## src/design/link_ip_transport_header_parser_core_defines.svh

```systemverilog
// Assertion helpers for the link/IP/transport header parser.
`ifndef LINK_IP_TRANSPORT_HEADER_PARSER_CORE_DEFINES_SVH
`define LINK_IP_TRANSPORT_HEADER_PARSER_CORE_DEFINES_SVH

// Same-cycle implication, sampled on clk_i, off while in reset.
`define LITP_ASSERT_IMPLIES(lbl, ante, cons, msg) \
  lbl: assert property (@(posedge clk_i) disable iff (!rst_ni) (ante) |-> (cons)) \
    else $error(msg);

// Next-cycle implication, sampled on clk_i, off while in reset.
`define LITP_ASSERT_NEXT(lbl, ante, cons, msg) \
  lbl: assert property (@(posedge clk_i) disable iff (!rst_ni) (ante) |=> (cons)) \
    else $error(msg);

`endif

```

## src/design/litp_pkg.sv

```systemverilog
package litp_pkg;

  localparam int unsigned MAX_PACKET_BYTES = 65535;
  localparam int unsigned IDX_W = 16;   // byte counter
  localparam int unsigned HDR_W = 8;    // header end, at most 14 + 60 + 60

  // frame types
  localparam logic [15:0] ETH_IPV4  = 16'h0800;
  localparam logic [15:0] PPP_IPV4  = 16'h0001;
  localparam logic [15:0] ETH_NDN   = 16'h7777;
  localparam logic [15:0] ETH_NDNLP = 16'h8624;
  localparam logic [15:0] PPP_NDN   = 16'h0077;

  localparam logic [7:0] IP_PROTO_UDP = 8'd17;
  localparam logic [7:0] IP_PROTO_TCP = 8'd6;

  localparam logic [5:0]       MIN_HDR_BYTES  = 6'd20;
  localparam logic [HDR_W-1:0] ETH_HDR_BYTES  = HDR_W'(14);
  localparam logic [HDR_W-1:0] UDP_HDR_BYTES  = HDR_W'(8);
  localparam logic [HDR_W-1:0] PPP_SHIM_BYTES = HDR_W'(2);

  // byte positions
  localparam logic [IDX_W-1:0] ETH_TYPE_HI  = IDX_W'(12);
  localparam logic [IDX_W-1:0] ETH_TYPE_LO  = IDX_W'(13);
  localparam logic [IDX_W-1:0] IP_PROTO_POS = IDX_W'(9);
  localparam logic [IDX_W-1:0] IP_SRC_FIRST = IDX_W'(12);
  localparam logic [IDX_W-1:0] IP_SRC_LAST  = IDX_W'(15);
  localparam logic [IDX_W-1:0] IP_DST_FIRST = IDX_W'(16);
  localparam logic [IDX_W-1:0] IP_DST_LAST  = IDX_W'(19);
  localparam logic [IDX_W-1:0] TCP_DOFF_POS = IDX_W'(12);

  localparam int unsigned QUEUE_DEPTH = 2;
  localparam int unsigned QPTR_W = $clog2(QUEUE_DEPTH);

  typedef enum logic [4:0] {
    PH_LINK = 5'b00001,
    PH_IP   = 5'b00010,
    PH_TCP  = 5'b00100,
    PH_DONE = 5'b01000,
    PH_ERR  = 5'b10000
  } phase_e;

  typedef enum logic [2:0] {
    ST_OK          = 3'd0,
    ST_TRUNC       = 3'd1,
    ST_BAD_FRAME   = 3'd2,
    ST_BAD_IP_LEN  = 3'd3,
    ST_BAD_TCP_LEN = 3'd4,
    ST_BAD_PROTO   = 3'd5
  } status_e;

  typedef enum logic [2:0] {
    TUN_UDP       = 3'd0,
    TUN_TCP       = 3'd1,
    TUN_ETH_NDN   = 3'd2,
    TUN_ETH_NDNLP = 3'd3,
    TUN_PPP       = 3'd4
  } tunnel_e;

  // Per-packet parse state; also the record handed to the back end.
  typedef struct packed {
    phase_e           phase;
    status_e          err;
    tunnel_e          tun;
    logic [15:0]      frame;
    logic [31:0]      src;
    logic [31:0]      dst;
    logic [HDR_W-1:0] hdr_end;
    logic [IDX_W-1:0] byte_cnt;
  } parse_rec_t;

  localparam parse_rec_t REC_RESET = '{
    phase:    PH_LINK,
    err:      ST_OK,
    tun:      TUN_UDP,
    frame:    16'h0000,
    src:      32'h0,
    dst:      32'h0,
    hdr_end:  '0,
    byte_cnt: '0
  };

endpackage

```

## src/design/link_ip_transport_header_parser_core.sv

```systemverilog
// Link / IPv4 / transport header parser.
// Input channel (in_valid_i/in_ready_o): one packet byte per item, with
// first_byte_i restarting a packet and last_byte_i closing it. A byte
// stream that starts without first_byte_i is taken as a new packet.
// Output channel (out_valid_o/out_ready_i): one result item per packet,
// given for the item that carries last_byte_i: status, tunnel kind, frame
// type, IPv4 addresses, payload offset and payload length.
// Config: cfg_we_i writes cfg_wdata_i into the link type (0 Ethernet,
// 1 PPP); write it only between packets.
// Throughput: one byte per cycle while the queue is not full (in_ready_o
// high). The front parser updates its state on each accepted byte; results
// go through a two-entry queue to the output register: a result is held in
// a queue slot, then moves into the output register once that is free.
// Stall: while the receiver holds out_ready_i low, bytes keep flowing until
// two further results are queued; then in_ready_o drops.
// Reset (rst_ni, async, active low): link type goes to Ethernet, parse
// state, queue and output valid are cleared; no memory sweep is needed.
`include "link_ip_transport_header_parser_core_defines.svh"

module link_ip_transport_header_parser_core (
  input  logic        clk_i,
  input  logic        rst_ni,
  input  logic        cfg_we_i,
  input  logic        cfg_wdata_i,
  input  logic        in_valid_i,
  output logic        in_ready_o,
  input  logic [7:0]  data_byte_i,
  input  logic        first_byte_i,
  input  logic        last_byte_i,
  output logic        out_valid_o,
  input  logic        out_ready_i,
  output logic [2:0]  status_o,
  output logic [2:0]  tunnel_kind_o,
  output logic [15:0] frame_kind_o,
  output logic [31:0] source_address_o,
  output logic [31:0] dest_address_o,
  output logic [15:0] payload_offset_o,
  output logic [15:0] payload_length_o
);

  // front -> queue
  logic                 push;
  logic                 q_full;
  litp_pkg::parse_rec_t push_rec;

  // queue -> back
  logic                 q_valid;
  logic                 pop;
  litp_pkg::parse_rec_t head_rec;

  // Front: per-byte parse, one record per packet on the last byte.
  litp_front u_front (
    .clk_i        (clk_i),
    .rst_ni       (rst_ni),
    .cfg_we_i     (cfg_we_i),
    .cfg_wdata_i  (cfg_wdata_i),
    .in_valid_i   (in_valid_i),
    .in_ready_o   (in_ready_o),
    .data_byte_i  (data_byte_i),
    .first_byte_i (first_byte_i),
    .last_byte_i  (last_byte_i),
    .q_full_i     (q_full),
    .push_o       (push),
    .rec_o        (push_rec)
  );

  // Decouples the parser from a stalled receiver.
  litp_queue u_queue (
    .clk_i   (clk_i),
    .rst_ni  (rst_ni),
    .push_i  (push),
    .rec_i   (push_rec),
    .full_o  (q_full),
    .valid_o (q_valid),
    .rec_o   (head_rec),
    .pop_i   (pop)
  );

  // Back: status decision, field masking, payload length, output register.
  litp_back u_back (
    .clk_i            (clk_i),
    .rst_ni           (rst_ni),
    .rec_valid_i      (q_valid),
    .rec_i            (head_rec),
    .pop_o            (pop),
    .out_valid_o      (out_valid_o),
    .out_ready_i      (out_ready_i),
    .status_o         (status_o),
    .tunnel_kind_o    (tunnel_kind_o),
    .frame_kind_o     (frame_kind_o),
    .source_address_o (source_address_o),
    .dest_address_o   (dest_address_o),
    .payload_offset_o (payload_offset_o),
    .payload_length_o (payload_length_o)
  );

  // Failed parse: only status and frame type carry information.
  `LITP_ASSERT_IMPLIES(a_err_fields_zero,
    out_valid_o && status_o != litp_pkg::ST_OK,
    tunnel_kind_o == 3'd0 && source_address_o == 32'h0 && dest_address_o == 32'h0 &&
    payload_offset_o == 16'h0 && payload_length_o == 16'h0,
    "error result carries nonzero fields")

  // UDP/TCP tunnels only come out of an IPv4 frame.
  `LITP_ASSERT_IMPLIES(a_transport_is_ip,
    out_valid_o && status_o == litp_pkg::ST_OK &&
    (tunnel_kind_o == litp_pkg::TUN_UDP || tunnel_kind_o == litp_pkg::TUN_TCP),
    frame_kind_o == litp_pkg::ETH_IPV4 || frame_kind_o == litp_pkg::PPP_IPV4,
    "transport tunnel on a non-IP frame")

  // A closed packet reaches the output through the queue and the output register.
  `LITP_ASSERT_NEXT(a_result_follows,
    in_valid_i && in_ready_o && last_byte_i,
    ##1 out_valid_o,
    "result missing after last byte")

endmodule

```

## src/design/litp_front.sv

```systemverilog
module litp_front (
  input  logic                  clk_i,
  input  logic                  rst_ni,
  input  logic                  cfg_we_i,
  input  logic                  cfg_wdata_i,
  input  logic                  in_valid_i,
  output logic                  in_ready_o,
  input  logic [7:0]            data_byte_i,
  input  logic                  first_byte_i,
  input  logic                  last_byte_i,
  input  logic                  q_full_i,
  output logic                  push_o,
  output litp_pkg::parse_rec_t  rec_o
);

  logic                 link_type_q;
  litp_pkg::parse_rec_t st_q, cur, nxt;
  logic [5:0]           ihb_q, ihb_cur, ihb_d;
  logic [7:0]           proto_q, proto_cur, proto_d;
  logic [litp_pkg::IDX_W-1:0] k;
  logic [5:0]           doff;
  logic                 fire;

  // Link header done at offset base: pick the next phase from the frame type.
  function automatic litp_pkg::parse_rec_t dispatch(litp_pkg::parse_rec_t s,
                                                    logic [litp_pkg::HDR_W-1:0] base);
    litp_pkg::parse_rec_t r;
    r = s;
    r.hdr_end = base;
    if (r.frame == litp_pkg::ETH_IPV4 || r.frame == litp_pkg::PPP_IPV4) begin
      r.phase = litp_pkg::PH_IP;
    end else if (r.frame == litp_pkg::ETH_NDN) begin
      r.tun   = litp_pkg::TUN_ETH_NDN;
      r.phase = litp_pkg::PH_DONE;
    end else if (r.frame == litp_pkg::ETH_NDNLP) begin
      r.tun   = litp_pkg::TUN_ETH_NDNLP;
      r.phase = litp_pkg::PH_DONE;
    end else if (r.frame == litp_pkg::PPP_NDN) begin
      r.tun     = litp_pkg::TUN_PPP;
      r.hdr_end = base + litp_pkg::PPP_SHIM_BYTES;
      r.phase   = litp_pkg::PH_DONE;
    end else begin
      r.err   = litp_pkg::ST_BAD_FRAME;
      r.phase = litp_pkg::PH_ERR;
    end
    return r;
  endfunction

  assign in_ready_o = !q_full_i;
  assign fire       = in_valid_i && in_ready_o;
  assign push_o     = fire && last_byte_i;
  assign rec_o      = nxt;

  always_comb begin
    cur       = first_byte_i ? litp_pkg::REC_RESET : st_q;
    ihb_cur   = first_byte_i ? 6'd0 : ihb_q;
    proto_cur = first_byte_i ? 8'd0 : proto_q;
    nxt       = cur;
    ihb_d     = ihb_cur;
    proto_d   = proto_cur;
    k         = cur.byte_cnt - litp_pkg::IDX_W'(cur.hdr_end);
    doff      = {data_byte_i[7:4], 2'b00};
    if (cur.byte_cnt != litp_pkg::IDX_W'(litp_pkg::MAX_PACKET_BYTES)) begin
      nxt.byte_cnt = cur.byte_cnt + litp_pkg::IDX_W'(1);
      case (cur.phase)
        litp_pkg::PH_LINK: begin
          if (!link_type_q) begin
            if (cur.byte_cnt == litp_pkg::ETH_TYPE_HI) begin
              nxt.frame = {data_byte_i, 8'h00};
            end else if (cur.byte_cnt == litp_pkg::ETH_TYPE_LO) begin
              nxt.frame = cur.frame | {8'h00, data_byte_i};
              nxt       = dispatch(nxt, litp_pkg::ETH_HDR_BYTES);
            end
          end else begin
            if (cur.byte_cnt == litp_pkg::IDX_W'(0)) begin
              nxt.frame = {8'h00, data_byte_i};
              if (data_byte_i[0]) begin
                nxt = dispatch(nxt, litp_pkg::HDR_W'(1));
              end
            end else if (cur.byte_cnt == litp_pkg::IDX_W'(1)) begin
              nxt.frame = {cur.frame[7:0], data_byte_i};
              nxt       = dispatch(nxt, litp_pkg::HDR_W'(2));
            end
          end
        end
        litp_pkg::PH_IP: begin
          if (k == litp_pkg::IDX_W'(0)) begin
            ihb_d = {data_byte_i[3:0], 2'b00};
            if (ihb_d < litp_pkg::MIN_HDR_BYTES) begin
              nxt.err   = litp_pkg::ST_BAD_IP_LEN;
              nxt.phase = litp_pkg::PH_ERR;
            end
          end else begin
            if (k == litp_pkg::IP_PROTO_POS) begin
              proto_d = data_byte_i;
            end else if (k inside {[litp_pkg::IP_SRC_FIRST:litp_pkg::IP_SRC_LAST]}) begin
              nxt.src = {cur.src[23:0], data_byte_i};
            end else if (k inside {[litp_pkg::IP_DST_FIRST:litp_pkg::IP_DST_LAST]}) begin
              nxt.dst = {cur.dst[23:0], data_byte_i};
            end
            if (k + litp_pkg::IDX_W'(1) == litp_pkg::IDX_W'(ihb_cur)) begin
              nxt.hdr_end = cur.hdr_end + litp_pkg::HDR_W'(ihb_cur);
              if (proto_d == litp_pkg::IP_PROTO_UDP) begin
                nxt.tun     = litp_pkg::TUN_UDP;
                nxt.hdr_end = cur.hdr_end + litp_pkg::HDR_W'(ihb_cur)
                              + litp_pkg::UDP_HDR_BYTES;
                nxt.phase   = litp_pkg::PH_DONE;
              end else if (proto_d == litp_pkg::IP_PROTO_TCP) begin
                nxt.tun   = litp_pkg::TUN_TCP;
                nxt.phase = litp_pkg::PH_TCP;
              end else begin
                nxt.err   = litp_pkg::ST_BAD_PROTO;
                nxt.phase = litp_pkg::PH_ERR;
              end
            end
          end
        end
        litp_pkg::PH_TCP: begin
          if (k == litp_pkg::TCP_DOFF_POS) begin
            if (doff < litp_pkg::MIN_HDR_BYTES) begin
              nxt.err   = litp_pkg::ST_BAD_TCP_LEN;
              nxt.phase = litp_pkg::PH_ERR;
            end else begin
              nxt.hdr_end = cur.hdr_end + litp_pkg::HDR_W'(doff);
              nxt.phase   = litp_pkg::PH_DONE;
            end
          end
        end
        default: ;
      endcase
    end
  end

  always_ff @(posedge clk_i or negedge rst_ni) begin
    if (!rst_ni) begin
      link_type_q <= 1'b0;
      st_q        <= litp_pkg::REC_RESET;
      ihb_q       <= 6'd0;
      proto_q     <= 8'd0;
    end else begin
      if (cfg_we_i) begin
        link_type_q <= cfg_wdata_i;
      end
      if (fire) begin
        if (last_byte_i) begin
          st_q    <= litp_pkg::REC_RESET;
          ihb_q   <= 6'd0;
          proto_q <= 8'd0;
        end else begin
          st_q    <= nxt;
          ihb_q   <= ihb_d;
          proto_q <= proto_d;
        end
      end
    end
  end

endmodule

```

## src/design/litp_queue.sv

```systemverilog
module litp_queue (
  input  logic                  clk_i,
  input  logic                  rst_ni,
  input  logic                  push_i,
  input  litp_pkg::parse_rec_t  rec_i,
  output logic                  full_o,
  output logic                  valid_o,
  output litp_pkg::parse_rec_t  rec_o,
  input  logic                  pop_i
);

  litp_pkg::parse_rec_t       slot_q [litp_pkg::QUEUE_DEPTH];
  logic [litp_pkg::QPTR_W-1:0] wr_ptr_q, rd_ptr_q;
  logic [litp_pkg::QPTR_W:0]   count_q;

  assign full_o  = count_q == (litp_pkg::QPTR_W+1)'(litp_pkg::QUEUE_DEPTH);
  assign valid_o = count_q != '0;
  assign rec_o   = slot_q[rd_ptr_q];

  always_ff @(posedge clk_i) begin
    if (push_i) begin
      slot_q[wr_ptr_q] <= rec_i;
    end
  end

  always_ff @(posedge clk_i or negedge rst_ni) begin
    if (!rst_ni) begin
      wr_ptr_q <= '0;
      rd_ptr_q <= '0;
      count_q  <= '0;
    end else begin
      if (push_i) begin
        wr_ptr_q <= wr_ptr_q + litp_pkg::QPTR_W'(1);
      end
      if (pop_i) begin
        rd_ptr_q <= rd_ptr_q + litp_pkg::QPTR_W'(1);
      end
      if (push_i && !pop_i) begin
        count_q <= count_q + (litp_pkg::QPTR_W+1)'(1);
      end else if (pop_i && !push_i) begin
        count_q <= count_q - (litp_pkg::QPTR_W+1)'(1);
      end
    end
  end

endmodule

```

## src/design/litp_back.sv

```systemverilog
module litp_back (
  input  logic                  clk_i,
  input  logic                  rst_ni,
  input  logic                  rec_valid_i,
  input  litp_pkg::parse_rec_t  rec_i,
  output logic                  pop_o,
  output logic                  out_valid_o,
  input  logic                  out_ready_i,
  output logic [2:0]            status_o,
  output logic [2:0]            tunnel_kind_o,
  output logic [15:0]           frame_kind_o,
  output logic [31:0]           source_address_o,
  output logic [31:0]           dest_address_o,
  output logic [15:0]           payload_offset_o,
  output logic [15:0]           payload_length_o
);

  logic                      out_valid_q;
  logic                      slot_free;
  litp_pkg::status_e         status_d;
  logic                      is_ip;
  logic [litp_pkg::IDX_W-1:0] hdr_end_w;
  logic [2:0]  tunnel_d;
  logic [31:0] src_d, dst_d;
  logic [15:0] off_d, len_d;
  logic [2:0]  status_q, tunnel_q;
  logic [15:0] frame_q, off_q, len_q;
  logic [31:0] src_q, dst_q;

  assign slot_free   = !out_valid_q || out_ready_i;
  assign pop_o       = rec_valid_i && slot_free;
  assign out_valid_o = out_valid_q;

  always_comb begin
    hdr_end_w = litp_pkg::IDX_W'(rec_i.hdr_end);
    is_ip     = rec_i.frame == litp_pkg::ETH_IPV4 || rec_i.frame == litp_pkg::PPP_IPV4;
    if (rec_i.phase == litp_pkg::PH_ERR) begin
      status_d = rec_i.err;
    end else if (rec_i.phase != litp_pkg::PH_DONE || rec_i.byte_cnt < hdr_end_w) begin
      status_d = litp_pkg::ST_TRUNC;
    end else begin
      status_d = litp_pkg::ST_OK;
    end
    tunnel_d = 3'd0;
    src_d    = 32'h0;
    dst_d    = 32'h0;
    off_d    = 16'h0;
    len_d    = 16'h0;
    if (status_d == litp_pkg::ST_OK) begin
      tunnel_d = rec_i.tun;
      src_d    = is_ip ? rec_i.src : 32'h0;
      dst_d    = is_ip ? rec_i.dst : 32'h0;
      off_d    = hdr_end_w;
      len_d    = rec_i.byte_cnt - hdr_end_w;
    end
  end

  always_ff @(posedge clk_i or negedge rst_ni) begin
    if (!rst_ni) begin
      out_valid_q <= 1'b0;
    end else if (slot_free) begin
      out_valid_q <= rec_valid_i;
    end
  end

  always_ff @(posedge clk_i) begin
    if (pop_o) begin
      status_q <= status_d;
      tunnel_q <= tunnel_d;
      frame_q  <= rec_i.frame;
      src_q    <= src_d;
      dst_q    <= dst_d;
      off_q    <= off_d;
      len_q    <= len_d;
    end
  end

  assign status_o         = status_q;
  assign tunnel_kind_o    = tunnel_q;
  assign frame_kind_o     = frame_q;
  assign source_address_o = src_q;
  assign dest_address_o   = dst_q;
  assign payload_offset_o = off_q;
  assign payload_length_o = len_q;

endmodule
```

## config.mk

```make
export PLATFORM = sky130hd
export DESIGN_NAME = link_ip_transport_header_parser_core
export DESIGN_NICKNAME = d
export VERILOG_FILES = /design/src/design/litp_pkg.sv /design/src/design/link_ip_transport_header_parser_core.sv /design/src/design/litp_front.sv /design/src/design/litp_queue.sv /design/src/design/litp_back.sv
export VERILOG_INCLUDE_DIRS = /design/src /design/src/design
export SDC_FILE = /design/constraint.sdc
export NUM_CORES = 1
export LEC_CHECK = 0
export BUFFER_PORTS_ARGS = -buffer_cell sky130_fd_sc_hd__buf_4
export CAP_MARGIN = 30
export CORE_MARGIN = 2
export CORE_UTILIZATION = 45
export CTS_CLUSTER_DIAMETER = 40
export DETAILED_ROUTE_END_ITERATION = 12
export HOLD_SLACK_MARGIN = 0.05
export PLACE_DENSITY = 0.68
export SETUP_SLACK_MARGIN = 0.3
export SYNTH_ARGS = -nofsm -noshare
export SYNTH_HDL_FRONTEND = slang
export SYNTH_SLANG_ARGS = --single-unit
```

## constraint.sdc

```tcl
create_clock -name clk_i -period 13.6 [get_ports clk_i]
set_input_delay 4.08 -clock clk_i [delete_from_list [all_inputs] [get_ports clk_i]]
set_output_delay 4.08 -clock clk_i [all_outputs]
set_load 0.05 [all_outputs]
```

==> flow_summary.yaml <==
power:
  seq_power_share_pct: 37.2
  p_leak_nw: 10.4
  ir_drop_mv: 0.0936
  total_power_mw: 5.34
  combPwrFrac_pct: 33.1
  p_per_area_nw_per_um2: 199
  p_int_mw: 3.37
  clockPowerShare_pct: 29.7
  switching_power_mw: 1.97
  sw_frac_of_total_pct: 36.9
global_routing:
  use_met1_pct: 29.7
  use_met3_pct: 3.57
  grt_pass1_wl_mm: 89.5
  grt.overflow.total: 0
  busiest_layer: "met2"
  grt_usage_pct: 21.2
  antenna_found_initial: 0
  use_met2_pct: 33.8
  grt_max_degree: 77
  grt_pass1_vias: 15677
placement:
  dp_slack_ns: 3.82
  placedInstanceArea_um2: 24700
  dpl.hpwl_mm: 38.6
  gp_congestion: 0.939
  io_buffers: 127
worst_setup_path:
  cp_slowest_cell: "buf_4"
  crit_chain: "buf_4, buf_4, nor2b_1, fa_1, o21ai_0, inv_1, o31ai_1, a21oi_1, nor3_1, and4bb_2, and4_1, mux2i_4, nor3_1, xnor2_1, a311oi_1, a21oi_1"
  startpoint_type: "input port"
  worstPathRequired_ns: 13.90
  worstSetupPathType: "in -> reg"
  worstRegToRegCells: 17
  rr_endpoint: "u_back.source_address_o[7]"
  crit_fanout: 76
  arrival_ns: 9.49
  rrSetupSlack_ns: 7.58
  critical_path.endpoint_type: "register"
  critical-path-max-stage-delay_ns: 0.83
  timing.rr.start: "u_queue.rd_ptr_q"
flow_run:
  drv_cap: 0
sta:
  setup_violations: 0
  max_slew_margin_pct: 34.4
  drv_slew: 0
  worst_pin_slew_ns: 0.979
  hold_violations: 0
  setup_tns_ns: 0
  fin_crit_ns: 9.19
  max_freq_mhz: 109
  finClkSkew_ns: 0.0203
  finalWorstSetupSlack_ns: 4.41
  finalCritPeriodShare_pct: 67.5
  rsz0062_at_grt: "no"
route:
  vias_per_cell: 5.80
  dr.pass1.iters: 7
  vias: 16237
  drtAntennaViolNets: 0
  first_iter_violations: 1375
  drc: 0
  wl_per_cell_um: 20.6
  wl_mm: 57.6
min_path:
  hold_start: "u_back.out_valid_o"
  hp-class: "reg -> reg"
  worstHoldPathCells: 2
  whs_endpoint: "u_back.out_valid_o"
clocking:
  cts_setup_buffers: 0
  ctsResizeCount: 0
  hold_buffers: 0
  clk_pin_slew_ns: 0.06
  cts_tree: "done"
  cts_max_level: 2
  cts_buffers: 57
  insertion_delay_ns: 0.61
  cts_buffer_depth: 3
  cts_root_buf: "clkbuf_16"
  clock_sinks: 475
synthesis:
  yosys-top-cells-area: "edfxtp_1 44%, dfrtp_1 14%, mux2i_1 5.1%, a22o_1 3.7%, nor2_1 3.3%"
  synth_ff_type: "edfxtp_1"
  synthCells: 1974
  ys_seq_area_share_pct: 58.7
  netlist_area_um2: 23100
  syn_area_per_cell_um2: 11.7
  synth_seq_cells: 475
  ys_types: 102
  synthArstFlopShare_pct: 28.4
  synth.yosys.warnings: 0
  yosys.area.top_type: "edfxtp_1"
  yosysTopAreaCellShare_pct: 44.1
  synth_edf_count: 340
cells_and_area:
  fin_util_pct: 52.5
  layout.nets: 2118
  antenna_cells: 0
  drive_gt1_share_pct: 15.3
  syn_to_final_growth_pct: 15.8
  design_area_um2: 26800
  final_common_cell: "edfxtp_1"
  num-fill-cells: 4361
  final_cell_mix: "340 x edfxtp_1, 203 x nor2_1, 187 x nand2_1, 146 x buf_4, 133 x dfrtp_1"
floorplanning:
  core_area_um2: 51100
  die_h_um: 231
  fp-row-count: 83
  dieArea_um2: 53200
  num_io_pins: 136
  die_x_um: 231
  initial_utilization_pct: 45.3
outcome:
  status: "finished clean"
-- layout make-up --
cell class | count | area [um2] | area share, %
repair buffers | 153 | 1250 | 4.66
clock inverters | 40 | 505 | 1.89
inverters | 40 | 153 | 0.570
flip-flops and latches | 475 | 13600 | 50.7
clock buffers | 68 | 1530 | 5.71
well taps | 680 | 851 | 3.17
multi-input cells | 1342 | 8920 | 33.3
-- registers in the layout, summed over array words and instances (netlist names), 3 cells and up --
name / cells
u_back.frame_kind_o: 16
u_back.status_o: 3
u_front.proto_q: 8
u_back.payload_offset_o: 8
u_back.dest_address_o: 32
u_front.ihb_q: 6
u_back.source_address_o: 32
u_back.payload_length_o: 16
u_back.tunnel_kind_o: 3
u_queue.slot_q: 230
u_front.st_q: 115
-- through the flow --
stage | hold slack, ns | cells
floorplan | 0.461 | 1981
global placement | 0.482 | 2684
detailed placement | 0.489 | 2688
CTS | 0.503 | 2796
global route | 0.526 | 2798
finish | 0.500 | 2798
-- logic make-up after synthesis --
kind of cell,after synthesis,synth area share [%]
buffers and inverters,164,2.99
adders and majority gates,35,2.01
xor gates and xnor gates,68,2.70
and+or+nand+nor,645,13.5
other,1,0.0162
muxes,144,6.44
DFF,475,58.7
AOI/OAI and AO/OA,442,13.6
-- cell usage after synthesis (9+ instances only) --
master and count:
nand3_1 35, or4_1 9, and2_1 11, buf_1 20, nand2_1 188, xnor2_1 48
nor2_1 205, o21ai_0 86, buf_4 11, nand4_1 9, mux2i_1 118, a21o_1 25
xor2_1 16, buf_2 15, nor3b_1 9, nand2b_1 24, dfrtp_1 134, nor2b_1 30
clkbuf_1 76, a31oi_1 15, and3_1 20, inv_1 39, edfxtp_1 340, nor3_1 37
a21oi_1 95, ha_1 29, or3_1 12, a22oi_1 17, a22o_1 98, mux2_2 24
nor4_1 18
-- critical path: cells and delay by family --
kind	cells	cell delay, ns
AOI/OAI and AO/OA	5	1.45
xor gates and xnor gates	1	0.15
adders and majority gates	1	0.55
buffers and inverters	3	1.44
muxes	1	0.49
and+or+nand+nor	5	1.30
-- routing by layer --
metal	wire length, um	share of wire (%)
met2	27200	47
met4	1500	2.6
met1	25400	44
met5	0	0
met3	3430	6.0
-- worst max-delay path by stage --
stage                  from                      to  slack [ns]  cells after the start
6_report       first_byte_i   u_queue.slot_q[0][22]        4.41                     16
5_1_grt        first_byte_i   u_queue.slot_q[1][22]        4.00                     16
4_1_cts        first_byte_i   u_queue.slot_q[0][22]        4.46                     16
3_5_place_dp   first_byte_i   u_queue.slot_q[1][22]        3.82                     16
3_3_place_gp   first_byte_i        u_front.st_q[52]        3.75                     16
2_1_floorplan  first_byte_i  u_queue.slot_q[0][108]        3.43                     23
-- power groups by stage --
stage | logic (mW) | registers [mW] | clock network [mW]
floorplan | 0.916 | 2.37 | 0
global placement | 1.73 | 2.01 | 0
detailed placement | 1.76 | 2.01 | 0
CTS | 1.76 | 1.99 | 1.61
global route | 1.89 | 2.01 | 1.67
finish | 1.77 | 1.99 | 1.59
Power figures use the tool's default switching activity.
